--- src/rtl/scc_pkg.sv ---
`default_nettype none
package scc_pkg;

  localparam int NUM_GAPS = 15;
  localparam int CFG_WIDTH = 30;

  typedef enum logic [1:0] {
    CFG_TERM_COUNT = 2'd0,
    CFG_OPERATORS  = 2'd1,
    CFG_NEGATE     = 2'd2
  } cfg_reg_t;

  typedef enum logic [1:0] {
    TS_UNKNOWN    = 2'd0,
    TS_FALSE      = 2'd1,
    TS_TRUE       = 2'd2,
    TS_NOT_NEEDED = 2'd3
  } term_state_t;

  typedef enum logic [1:0] {
    OP_AND   = 2'd0,
    OP_OR    = 2'd1,
    OP_XOR   = 2'd2,
    OP_LPAND = 2'd3
  } gap_op_t;

  // scan mode: evaluating a chunk, killing the rest of a failed chunk,
  // or skipping the rest of a group already known true
  typedef enum logic [1:0] {
    MODE_EVAL = 2'd0,
    MODE_KILL = 2'd1,
    MODE_SKIP = 2'd2
  } scan_mode_t;

  typedef enum logic [1:0] {
    FSM_IDLE   = 2'd0,
    FSM_START  = 2'd1,
    FSM_SCAN   = 2'd2,
    FSM_FINISH = 2'd3
  } fsm_state_t;

  typedef struct packed {
    logic       mark;
    logic       stop;
    logic       det;
    logic       val;
    scan_mode_t mode_next;
  } step_t;

  function automatic logic truthy(term_state_t s);
    return (s == TS_TRUE) || (s == TS_NOT_NEEDED);
  endfunction

endpackage
`default_nettype wire

--- src/rtl/scc_item_if.sv ---
`default_nettype none
interface scc_item_if;
  logic       valid;
  logic       ready;
  logic       op;
  logic [3:0] term_index;
  logic       term_value;

  modport source (output valid, op, term_index, term_value, input ready);
  modport sink (input valid, op, term_index, term_value, output ready);
endinterface
`default_nettype wire

--- src/rtl/scc_result_if.sv ---
`default_nettype none
interface scc_result_if;
  logic        valid;
  logic        ready;
  logic        determined;
  logic        value;
  logic        bad_expression;
  logic [15:0] needed_mask;

  modport source (output valid, determined, value, bad_expression, needed_mask,
                  input ready);
  modport sink (input valid, determined, value, bad_expression, needed_mask,
                output ready);
endinterface
`default_nettype wire

--- src/rtl/short_circuit_logic_combiner.sv ---
`default_nettype none
// Flow: an item is taken in IDLE; START settles one or two terms, a bad expression or an
//   unknown first term, three or more terms go to SCAN (one scan step a term), then FINISH.
// Items: the term scan runs through the single shared step unit; a new item is taken
//   only in idle, so no new item is taken before the last result is loaded.
// Reset (synchronous, rst high): registers to reset values, all terms unknown,
//   no result pending.
module short_circuit_logic_combiner #(
  parameter int MAX_TERMS = 16
) (
  input  wire                            clk,
  input  wire                            rst,
  input  wire                            cfg_we,
  input  wire [1:0]                      cfg_index,
  input  wire [scc_pkg::CFG_WIDTH-1:0]   cfg_data,
  scc_item_if.sink                       items,
  scc_result_if.source                   results
);

  localparam int CW = $clog2(MAX_TERMS);      // term pointer width
  localparam int NW = $clog2(MAX_TERMS + 1);  // term count width

  // configuration registers
  logic [4:0]  term_count;
  logic [29:0] operator_codes;
  logic [15:0] negate_mask;

  // term store: one 2-bit state per term, read by the scan pointer
  scc_pkg::term_state_t term_states [MAX_TERMS];

  // sequencer
  scc_pkg::fsm_state_t state, state_next;
  scc_pkg::scan_mode_t mode, mode_next;
  logic [CW-1:0]       k, k_next;
  logic                det, det_next;
  logic                val, val_next;
  logic                bad, bad_next;

  // term store write controls
  logic          clear_we;
  logic          rec_we;
  logic          mark_we;
  logic [CW-1:0] mark_idx;
  logic [CW-1:0] widx;
  logic          rec_bit;

  logic [NW-1:0]        n_act;
  logic                 last;
  logic [4:0]           kx;
  scc_pkg::gap_op_t     gap_cur;
  scc_pkg::gap_op_t     gap0;
  logic                 bad_c;
  scc_pkg::term_state_t st_cur;
  scc_pkg::term_state_t st_a;
  scc_pkg::term_state_t st_b;
  scc_pkg::step_t       step;
  logic [15:0]          mask_c;
  logic                 load;

  // output register
  logic        res_valid;
  logic        res_det;
  logic        res_val;
  logic        res_bad;
  logic [15:0] res_mask;

  always_ff @(posedge clk) begin
    if (rst) begin
      term_count     <= 5'd1;
      operator_codes <= '0;
      negate_mask    <= '0;
    end else if (cfg_we) begin
      case (scc_pkg::cfg_reg_t'(cfg_index))
        scc_pkg::CFG_TERM_COUNT: term_count     <= cfg_data[4:0];
        scc_pkg::CFG_OPERATORS:  operator_codes <= cfg_data[29:0];
        scc_pkg::CFG_NEGATE:     negate_mask    <= cfg_data[15:0];
        default: ;  // writes beyond the register list are dropped
      endcase
    end
  end

  // active term count: zero reads as one, saturates at MAX_TERMS
  always_comb begin
    if (term_count == 5'd0) begin
      n_act = NW'(1);
    end else if (int'(term_count) > MAX_TERMS) begin
      n_act = NW'(MAX_TERMS);
    end else begin
      n_act = NW'(term_count);
    end
  end

  // gap code at the scan pointer; gaps beyond the register read as and
  assign kx      = 5'(k);
  assign gap_cur = (kx < 5'(scc_pkg::NUM_GAPS)) ?
                   scc_pkg::gap_op_t'(operator_codes[{kx[3:0], 1'b0} +: 2]) :
                   scc_pkg::OP_AND;
  assign gap0    = scc_pkg::gap_op_t'(operator_codes[1:0]);
  assign last    = (int'(k) == int'(n_act) - 1);

  // xor in any used gap of a three-or-more term expression
  always_comb begin
    bad_c = 1'b0;
    for (int g = 0; g < scc_pkg::NUM_GAPS; g++) begin
      if ((g < int'(n_act) - 1) && (operator_codes[2*g +: 2] == scc_pkg::OP_XOR)) begin
        bad_c = 1'b1;
      end
    end
    if (int'(n_act) < 3) begin
      bad_c = 1'b0;
    end
  end

  assign st_cur  = term_states[k];
  assign st_a    = term_states[0];
  assign st_b    = term_states[1];
  assign widx    = CW'(items.term_index);
  assign rec_bit = items.term_value ^ negate_mask[items.term_index];

  scc_step u_step (
    .mode  (mode),
    .state (st_cur),
    .last  (last),
    .gap   (gap_cur),
    .step  (step)
  );

  assign items.ready = (state == scc_pkg::FSM_IDLE);

  // sequencer: next state and controls
  always_comb begin
    state_next = state;
    mode_next  = mode;
    k_next     = k;
    det_next   = det;
    val_next   = val;
    bad_next   = bad;
    clear_we   = 1'b0;
    rec_we     = 1'b0;
    mark_we    = 1'b0;
    mark_idx   = k;
    load       = 1'b0;
    case (state)
      scc_pkg::FSM_IDLE: begin
        if (items.valid) begin
          if (!items.op) begin
            clear_we = 1'b1;
          end else if ((int'(items.term_index) < int'(n_act)) &&
                       (term_states[widx] == scc_pkg::TS_UNKNOWN)) begin
            rec_we = 1'b1;  // first result for this term only
          end
          state_next = scc_pkg::FSM_START;
        end
      end
      scc_pkg::FSM_START: begin
        k_next     = '0;
        mode_next  = scc_pkg::MODE_EVAL;
        bad_next   = bad_c;
        det_next   = 1'b0;
        val_next   = 1'b0;
        state_next = scc_pkg::FSM_FINISH;
        if (!bad_c && (st_a != scc_pkg::TS_UNKNOWN)) begin
          if (n_act == NW'(1)) begin
            det_next = 1'b1;
            val_next = scc_pkg::truthy(st_a);
          end else if (n_act == NW'(2)) begin
            if (gap0 == scc_pkg::OP_OR) begin
              if (st_b == scc_pkg::TS_UNKNOWN) begin
                if (scc_pkg::truthy(st_a)) begin
                  // true left side: right side no longer needed
                  mark_we  = 1'b1;
                  mark_idx = CW'(1);
                  det_next = 1'b1;
                  val_next = 1'b1;
                end
              end else begin
                det_next = 1'b1;
                val_next = scc_pkg::truthy(st_a) | scc_pkg::truthy(st_b);
              end
            end else if (st_b != scc_pkg::TS_UNKNOWN) begin
              det_next = 1'b1;
              if (gap0 == scc_pkg::OP_XOR) begin
                val_next = scc_pkg::truthy(st_a) ^ scc_pkg::truthy(st_b);
              end else begin
                val_next = scc_pkg::truthy(st_a) & scc_pkg::truthy(st_b);
              end
            end
          end else begin
            state_next = scc_pkg::FSM_SCAN;
          end
        end
      end
      scc_pkg::FSM_SCAN: begin
        mark_we = step.mark;
        if (step.stop) begin
          det_next   = step.det;
          val_next   = step.val;
          state_next = scc_pkg::FSM_FINISH;
        end else begin
          k_next    = k + CW'(1);
          mode_next = step.mode_next;
        end
      end
      scc_pkg::FSM_FINISH: begin
        if (!res_valid || results.ready) begin
          load       = 1'b1;
          state_next = scc_pkg::FSM_IDLE;
        end
      end
      default: begin
        state_next = scc_pkg::FSM_IDLE;
      end
    endcase
  end

  always_ff @(posedge clk) begin
    if (rst) begin
      state <= scc_pkg::FSM_IDLE;
      mode  <= scc_pkg::MODE_EVAL;
      k     <= '0;
      det   <= 1'b0;
      val   <= 1'b0;
      bad   <= 1'b0;
    end else begin
      state <= state_next;
      mode  <= mode_next;
      k     <= k_next;
      det   <= det_next;
      val   <= val_next;
      bad   <= bad_next;
    end
  end

  // term store: clear, record and scan marks never coincide
  always_ff @(posedge clk) begin
    if (rst || clear_we) begin
      for (int i = 0; i < MAX_TERMS; i++) begin
        term_states[i] <= scc_pkg::TS_UNKNOWN;
      end
    end else if (rec_we) begin
      term_states[widx] <= rec_bit ? scc_pkg::TS_TRUE : scc_pkg::TS_FALSE;
    end else if (mark_we) begin
      term_states[mark_idx] <= scc_pkg::TS_NOT_NEEDED;
    end
  end

  // still-unknown terms after the scan
  for (genvar i = 0; i < 16; i++) begin : g_mask
    if (i < MAX_TERMS) begin : g_on
      assign mask_c[i] = (i < int'(n_act)) && (term_states[i] == scc_pkg::TS_UNKNOWN);
    end else begin : g_off
      assign mask_c[i] = 1'b0;
    end
  end

  always_ff @(posedge clk) begin
    if (rst) begin
      res_valid <= 1'b0;
    end else if (load) begin
      res_valid <= 1'b1;
    end else if (results.ready) begin
      res_valid <= 1'b0;
    end
  end

  always_ff @(posedge clk) begin
    if (load) begin
      res_det  <= det;
      res_val  <= det & val;
      res_bad  <= bad;
      res_mask <= mask_c;
    end
  end

  assign results.valid          = res_valid;
  assign results.determined     = res_det;
  assign results.value          = res_val;
  assign results.bad_expression = res_bad;
  assign results.needed_mask    = res_mask;

endmodule
`default_nettype wire

--- src/rtl/scc_step.sv ---
`default_nettype none
// One term of the left-to-right short-circuit scan.
module scc_step (
  input  wire scc_pkg::scan_mode_t  mode,
  input  wire scc_pkg::term_state_t state,
  input  wire                       last,
  input  wire scc_pkg::gap_op_t     gap,
  output scc_pkg::step_t            step
);

  logic chunk_false;

  always_comb begin
    step = '{mark: 1'b0, stop: 1'b0, det: 1'b0, val: 1'b0,
             mode_next: scc_pkg::MODE_EVAL};
    chunk_false = (mode == scc_pkg::MODE_KILL) ||
                  ((mode == scc_pkg::MODE_EVAL) && (state == scc_pkg::TS_FALSE));
    step.mark = (mode == scc_pkg::MODE_KILL);
    case (mode)
      scc_pkg::MODE_SKIP: begin
        if (last) begin
          step.stop = 1'b1;
          step.det  = 1'b1;
          step.val  = 1'b1;
        end else if (gap == scc_pkg::OP_LPAND) begin
          step.mode_next = scc_pkg::MODE_EVAL;
        end else begin
          step.mode_next = scc_pkg::MODE_SKIP;
        end
      end
      default: begin
        if ((mode == scc_pkg::MODE_EVAL) && (state == scc_pkg::TS_UNKNOWN)) begin
          step.stop = 1'b1;  // undetermined, stop without further marks
        end else if (chunk_false) begin
          if (!last && (gap == scc_pkg::OP_AND)) begin
            step.mode_next = scc_pkg::MODE_KILL;
          end else if (last || (gap == scc_pkg::OP_LPAND)) begin
            step.stop = 1'b1;
            step.det  = 1'b1;
          end else begin
            step.mode_next = scc_pkg::MODE_EVAL;  // next chunk of the OR group
          end
        end else begin
          if (last) begin
            step.stop = 1'b1;
            step.det  = 1'b1;
            step.val  = 1'b1;
          end else if (gap == scc_pkg::OP_OR) begin
            step.mode_next = scc_pkg::MODE_SKIP;  // group already true
          end else begin
            step.mode_next = scc_pkg::MODE_EVAL;
          end
        end
      end
    endcase
  end

endmodule
`default_nettype wire
--- src/flat_wrapper.sv ---
// flat-port wrapper written by rule: the top's interface ports become plain ports
module short_circuit_logic_combiner_flat 
#(
  parameter int MAX_TERMS = 16
)
  (clk, rst, cfg_we, cfg_index, cfg_data, items_valid, items_op, items_term_index, items_term_value, items_ready, results_valid, results_determined, results_value, results_bad_expression, results_needed_mask, results_ready);
  scc_item_if items_i ();
  scc_result_if results_i ();
  input  wire clk;
  input  wire rst;
  input  wire cfg_we;
  input  wire [1:0] cfg_index;
  input  wire [scc_pkg::CFG_WIDTH-1:0] cfg_data;
  input wire logic [$bits(items_i.valid)-1:0] items_valid;
  input wire logic [$bits(items_i.op)-1:0] items_op;
  input wire logic [$bits(items_i.term_index)-1:0] items_term_index;
  input wire logic [$bits(items_i.term_value)-1:0] items_term_value;
  output wire logic [$bits(items_i.ready)-1:0] items_ready;
  output wire logic [$bits(results_i.valid)-1:0] results_valid;
  output wire logic [$bits(results_i.determined)-1:0] results_determined;
  output wire logic [$bits(results_i.value)-1:0] results_value;
  output wire logic [$bits(results_i.bad_expression)-1:0] results_bad_expression;
  output wire logic [$bits(results_i.needed_mask)-1:0] results_needed_mask;
  input wire logic [$bits(results_i.ready)-1:0] results_ready;
  assign items_i.valid = items_valid;
  assign items_i.op = items_op;
  assign items_i.term_index = items_term_index;
  assign items_i.term_value = items_term_value;
  assign items_ready = items_i.ready;
  assign results_valid = results_i.valid;
  assign results_determined = results_i.determined;
  assign results_value = results_i.value;
  assign results_bad_expression = results_i.bad_expression;
  assign results_needed_mask = results_i.needed_mask;
  assign results_i.ready = results_ready;
  short_circuit_logic_combiner #(.MAX_TERMS(MAX_TERMS)) u_core (.clk(clk), .rst(rst), .cfg_we(cfg_we), .cfg_index(cfg_index), .cfg_data(cfg_data), .items(items_i), .results(results_i));
endmodule
--- config.mk ---
export PLATFORM = sky130hd
export DESIGN_NAME = short_circuit_logic_combiner_flat
export DESIGN_NICKNAME = d
export VERILOG_FILES = /design/src/rtl/scc_pkg.sv /design/src/rtl/scc_item_if.sv /design/src/rtl/scc_result_if.sv /design/src/rtl/short_circuit_logic_combiner.sv /design/src/rtl/scc_step.sv /design/src/flat_wrapper.sv
export SDC_FILE = /design/constraint.sdc
export NUM_CORES = 1
export LEC_CHECK = 0
export ABC_AREA = 1
export BUFFER_PORTS_ARGS = -buffer_cell sky130_fd_sc_hd__buf_2
export CAP_MARGIN = 20
export CORE_AREA = 4 4 158 84
export CTS_CLUSTER_SIZE = 20
export DETAILED_ROUTE_END_ITERATION = 12
export DIE_AREA = 0 0 162 88
export GPL_ROUTABILITY_DRIVEN = 0
export PLACE_DENSITY = 0.75
export REMOVE_ABC_BUFFERS = 1
export SYNTH_ARGS = -nofsm -noshare
export SYNTH_HDL_FRONTEND = slang
export SYNTH_SLANG_ARGS = --single-unit
export TNS_END_PERCENT = 20
--- constraint.sdc ---
create_clock -name clk -period 6.1 [get_ports clk]
set_input_delay 1.22 -clock clk [delete_from_list [all_inputs] [get_ports clk]]
set_output_delay 1.22 -clock clk [all_outputs]
set_load 0.01 [all_outputs]
==> results.toml, run 1 <==
[run_status]
run_status = "completed"

[floorplan]
row_count = 28
die_x_um = 162
io_pins = 64
die_h_um = 88
coreArea_sq_um = 11700
dieArea_sq_um = 14300
start_util_pct = 55.5

[global_route]
antenna_found_initial = 0
grt_max_degree = 57
grt_pass1_vias = 5540
grt_pass1_wl_um = 29000
grt_usage_pct = 26.3
grt_overflow = 0

[sta]
tightest_slew_ps = 1000
timing.final.crit_share_pct = 57.8
relSlewSlack_pct = 33.1
setup_viol = 0
fmax_ghz = 0.284
holdWs_ps = 436
tns_ps = 0
rsz0062_at_grt = "no"
min_period_ps = 3530
finClkSkew_ps = 9.94
drv_slew = 0
final_hold_viol_count = 0

[logic_synthesis]
synth_ff_type = "dfxtp_1"
synth_edf_count = 51
yosysWarningCount = 0
async_flop_share_pct = 0
synth.top_cells.by_count = "142 x nor2_1, 130 x nand2_1, 96 x o21ai_0"
synth_top_cell_by_area = "edfxtp_1"
synth_seq_cells = 118
avgSynthCellArea_sq_um = 7.72
synth-seq-area-share_pct = 44.2
synth_top_area_share_pct = 23.6
ys_types = 44
yosysMostFrequentCell = "nor2_1"
synthCells = 841
ys_top_cells_by_area = "edfxtp_1 24%, dfxtp_1 21%, nor2_1 8.2%"
netlist_area_sq_um = 6490

[power]
p_sw_share_pct = 32.0
power_switching_w = 0.000783
power.leakage_nw = 3.13
p_int_w = 0.00167
total_power_w = 0.00245
ir_drop_mv = 0.176
power_frac_clock_pct = 40.7
power_density_nw_per_um2 = 328
pwr-share-seq_pct = 39.5
p_comb_share_pct = 19.8

[worst_setup_path]
r2r_slack_ps = 2570
critPathLaunchType = "flip-flop"
required_ps = 6230
cp.arrival_ps = 3660
crit_fanout = 16
reg2regPathDepth = 19
r2r-end = "u_core.term_states[7][0]"
endpoint_kind = "flip-flop"
r2r_start = "u_core.term_count[4]"
crit_type = "flip-flop to flip-flop"

[detailed_routing]
drt-initial-drc-count = 777
wire_per_inst_um = 17.1
ant_nets = 0
first_pass_iters = 6
vias = 6022
vias_per_cell = 5.62
drc = 0
wl_um = 18300

[worst_hold_path]
worstHoldStart = "u_core.bad"
worstHoldPathType = "flip-flop to flip-flop"
hold_end = "u_core.results.bad_expression"
holdPathStages = 0

[clock_tree]
cts_made_buffers = 17
cts_resized = 0
cts_hold_buf = 0
cts-root-buf = "clkbuf_16"
cts_max_path_buffers = 2
htreeDepth = 4
postCtsSetupBuffers = 0
clk_latency_ps = 420
clkTransAtPathRegs_ps = 60
tritoncts = "yes"
clock_sinks = 118

[finish]
layout-drive-gt1-share_pct = 17.7
fin_util_pct = 63.9
nets = 950
multiInputGateArea_sq_um = 3140
fill_cells = 1014
area_growth_syn_to_layout_pct = 15.1
antennaDiodeCount = 0
layout.area.seq_sq_um = 2870

[run]
maxCapViolCount = 0

[placement]
hpwl_um = 12800
io_buffers = 63
critical path: stages (launching register included):
cell	delay, ps
dfxtp_1	380
inv_2	270
nand2_1	130
nand2_2	170
inv_2	90
ha_1	260
inv_1	120
nand3_2	80
nand2_2	120
nand2_1	60
nand2_1	60
nand2_1	40
nand3_1	80
nand2_1	50
nand3_1	100
nand2_2	110
nand3_4	150
nand2_4	100
a21oi_2	720
nor2_1	120
state kept, by name, summed over array words and instances (netlist names), named ones only:
register,flops
u_core.results.value,1
u_core.state,2
u_core.results.valid,1
u_core.mode,2
u_core.negate_mask,16
u_core.term_count,5
u_core.k,4
u_core.term_states,32
u_core.results.determined,1
u_core.results.needed_mask,16
u_core.operator_codes,30
u_core.det,1
u_core.results.bad_expression,1
u_core.val,1
u_core.bad,1
kinds of logic after synthesis:
group	after synthesis	share of synthesized area (%)
adders and majority gates	14	2.70
buffers and inverters	120	7.40
and+or+nand+nor	394	28.7
muxes	3	0.463
xor gates and xnor gates	4	0.540
DFF	118	44.2
AOI/OAI and AO/OA	188	16.0
power by group through the flow:
stage / Sequential [W] / Combinational, W / Clock, W
6_report: 0.000968 / 0.000485 / 0.000996
5_1_grt: 0.000975 / 0.000540 / 0.00104
4_1_cts: 0.000965 / 0.000477 / 0.000993
3_5_place_dp: 0.000980 / 0.000469 / 0
3_3_place_gp: 0.000978 / 0.000460 / 0
2_1_floorplan: 0.000968 / 0.000327 / 0
cell type report:
cell class	count	area share, %
timing repair buffer	68	4.72
multi-input combinational	603	42.1
clock inverter	15	2.06
inverter	85	4.27
clock buffer	17	5.69
tap	165	2.76
sequential	118	38.4
worst max-delay path by stage:
stage	startpoint	endpoint	slack, ps	depth (start not counted)
2_1_floorplan	items_valid	u_core.term_states[10][0]	2610	9
3_3_place_gp	items_term_index[0]	u_core.term_states[5][1]	2410	13
3_5_place_dp	items_term_index[0]	u_core.term_states[12][0]	2270	15
4_1_cts	u_core.term_count[4]	u_core.term_states[13][0]	2610	19
5_1_grt	u_core.term_count[4]	u_core.term_states[0][0]	2280	19
6_report	u_core.term_count[4]	u_core.term_states[7][0]	2570	19
placed cells by master, fill, tap and decap left out, types with 5 or more instances in the layout:
cell type  Yosys  layout
a21oi_1       52      51
buf_2          6      63
buf_4          0       5
clkbuf_16      0      17
dfxtp_1       67      67
edfxtp_1      51      51
ha_1          14      14
inv_1         74      74
inv_2         10      10
nand2_1      130     130
nand2_2       27      27
nand3_1       40      40
nand4_1       14      14
nor2_1       142     142
nor2_4         6       6
nor3_1         9       9
nor4_1         6       6
o211ai_1      19      19
o21ai_0       96      96
o22ai_1        6       6
layer usage:
metal	vias to the layer above	track usage [%]	share of wire, %
met5	-	0	0
met4	0	9.29	2.7
met3	58	6.02	10
met2	297	40.4	43
met1	2724	36.8	45
li1	2943	-	-
per-stage QoR:
stage	worst slack (ps)	instances	instance area [sq um]
2_1_floorplan	2610	806	6330
3_3_place_gp	2410	1039	6890
3_5_place_dp	2270	1039	6890
4_1_cts	2610	1071	7470
5_1_grt	2280	1071	7470
6_report	2570	1071	7470
No activity file was read; power rests on OpenSTA's default activity.
==> run 2, diff against run 1 <==
==> constraint.sdc (replaced) <==
create_clock -name clk -period 3.3 [get_ports clk]
set_input_delay 0.66 -clock clk [delete_from_list [all_inputs] [get_ports clk]]
set_output_delay 0.66 -clock clk [all_outputs]
set_load 0.01 [all_outputs]
==> results.toml, run 2 (synthesis gave the netlist of run 1 again) <==
[worst_setup_path]
critPathCapture = "u_core.term_states[8][0]"
reg2regPathDepth = 24
critPathLaunchType = "flip-flop"
required_ps = 3440
crit_type = "flip-flop to flip-flop"
endpoint_kind = "flip-flop"
r2r_start = "u_core.term_count[1]"
cp.arrival_ps = 3210
crit_fanout = 8
crit_start = "u_core.term_count[1]"
r2r-end = "u_core.term_states[8][0]"
r2r_slack_ps = 230

[finish]
final_common_cell = "nor2_1"
largestRegisters = "u_core.term_states (32), u_core.operator_codes (30)"
nets = 965
largest_reg_flops = 32
top_register = "u_core.term_states"
antennaDiodeCount = 0
fin_util_pct = 65.7
finalNonFillerCells = 1086
layout-drive-gt1-share_pct = 19.9
area_growth_syn_to_layout_pct = 18.4
layout_common_cells = "141 x nor2_1, 129 x nand2_1, 95 x o21ai_0, 74 x inv_1, 65 x dfxtp_1"

[sta]
fmax_ghz = 0.326
tightest_slew_ps = 740
min_period_ps = 3070
relSlewSlack_pct = 50.6
setup_viol = 0
drv_slew = 0
finClkSkew_ps = 14.4
holdWs_ps = 454
timing.final.crit_share_pct = 93.0
final_hold_viol_count = 0

[clock_tree]
cts_hold_buf = 0
cts_resized = 0
cts-root-buf = "clkbuf_16"
postCtsSetupBuffers = 0
cts_max_path_buffers = 2
clkTransAtPathRegs_ps = 60
htreeDepth = 4
cts_made_buffers = 17
tritoncts = "yes"
clk_latency_ps = 420
clock_sinks = 118

[global_route]
grt_max_degree = 36
grt_pass1_vias = 5706
grt_overflow = 0
antenna_found_initial = 0
grt_pass1_wl_um = 29600
grt_usage_pct = 26.8

[placement]
place.detailed.instances = 1054
hpwl_um = 13300
io_buffers = 63

[floorplan]
row_count = 28
io_pins = 64
die_h_um = 88
die_x_um = 162
start_util_pct = 55.5
dieArea_sq_um = 14300
coreArea_sq_um = 11700

[detailed_routing]
first_pass_iters = 6
drc = 0
wl_um = 18700
vias = 6259
wire_per_inst_um = 17.2
vias_per_cell = 5.76
drt-initial-drc-count = 720
ant_nets = 0

[run]
maxCapViolCount = 0

[run_status]
run_status = "completed"

[power]
ir_drop_mv = 0.309
total_power_w = 0.00471
power_density_nw_per_um2 = 612
power.leakage_nw = 3.23

[worst_hold_path]
worstHoldPathType = "flip-flop to flip-flop"
[run 2: changes by cell type in the layout (fill, tap and decap cells not counted), sizes merged]
cell / change
bufinv: +2
buf: +15
clkinv: -2
[run 2: through the flow]
step	setup TNS [ps]	cell area [sq um]	setup WS [ps]
CTS	0	7630	53.3
detailed placement	0	7010	79.1
floorplan	0	6330	258
finish	0	7690	231
global route	-240	7690	-29.5
global placement	0	7010	171
[run 2: where the power goes]
group	internal, W	switching (W)	total, W
Clock	0.00127	0.000717	0.00198
Sequential	0.00167	0.0000824	0.00175
Combinational	0.000322	0.000649	0.000970
[run 2: cell type report]
class                   instances  area (sq um)
fillers                      1033          4010
multi-input cells             603          3190
flip-flops and latches        118          2880
repair buffers                 83           465
clock buffers                  17           425
inverters                      85           322
well taps                     165           206
clock inverters                15           201
[run 2: routing by layer]
layer | share of wire (%) | global-route usage [%]
met1 | 43 | 36.3
met3 | 9.0 | 6.30
met5 | 0 | 0
met4 | 3.1 | 11.7
met2 | 45 | 41.7
[run 2: worst min path at each step]
stage,from,slack (ps),to,cells past startpoint
global placement,u_core.bad,440,u_core.results.bad_expression,0
finish,u_core.bad,450,u_core.results.bad_expression,0
floorplan,u_core.bad,400,u_core.results.bad_expression,0
CTS,u_core.bad,460,u_core.results.bad_expression,0
global route,cfg_data[17],470,u_core.operator_codes[17],3
detailed placement,u_core.bad,440,u_core.results.bad_expression,0
[run 2: worst max-delay path, cell delays in order (launching register included)]
cell and delay (ps):
dfxtp_2 360, nor2_2 140, nand2_1 90, nand2_1 90, nand2_2 140, ha_4 220
inv_1 100, nand3_2 90, nand2_2 120, nand2_1 60, nand2_1 60, nand2_1 50
nand3_1 80, nand2_1 50, nand3_1 100, nand2_2 100, nand3_4 130, nand2_4 90
nand2_8 100, nand2_2 70, nand2_4 100, inv_2 70, nor2_4 170, nand2_2 100
nand2_1 100
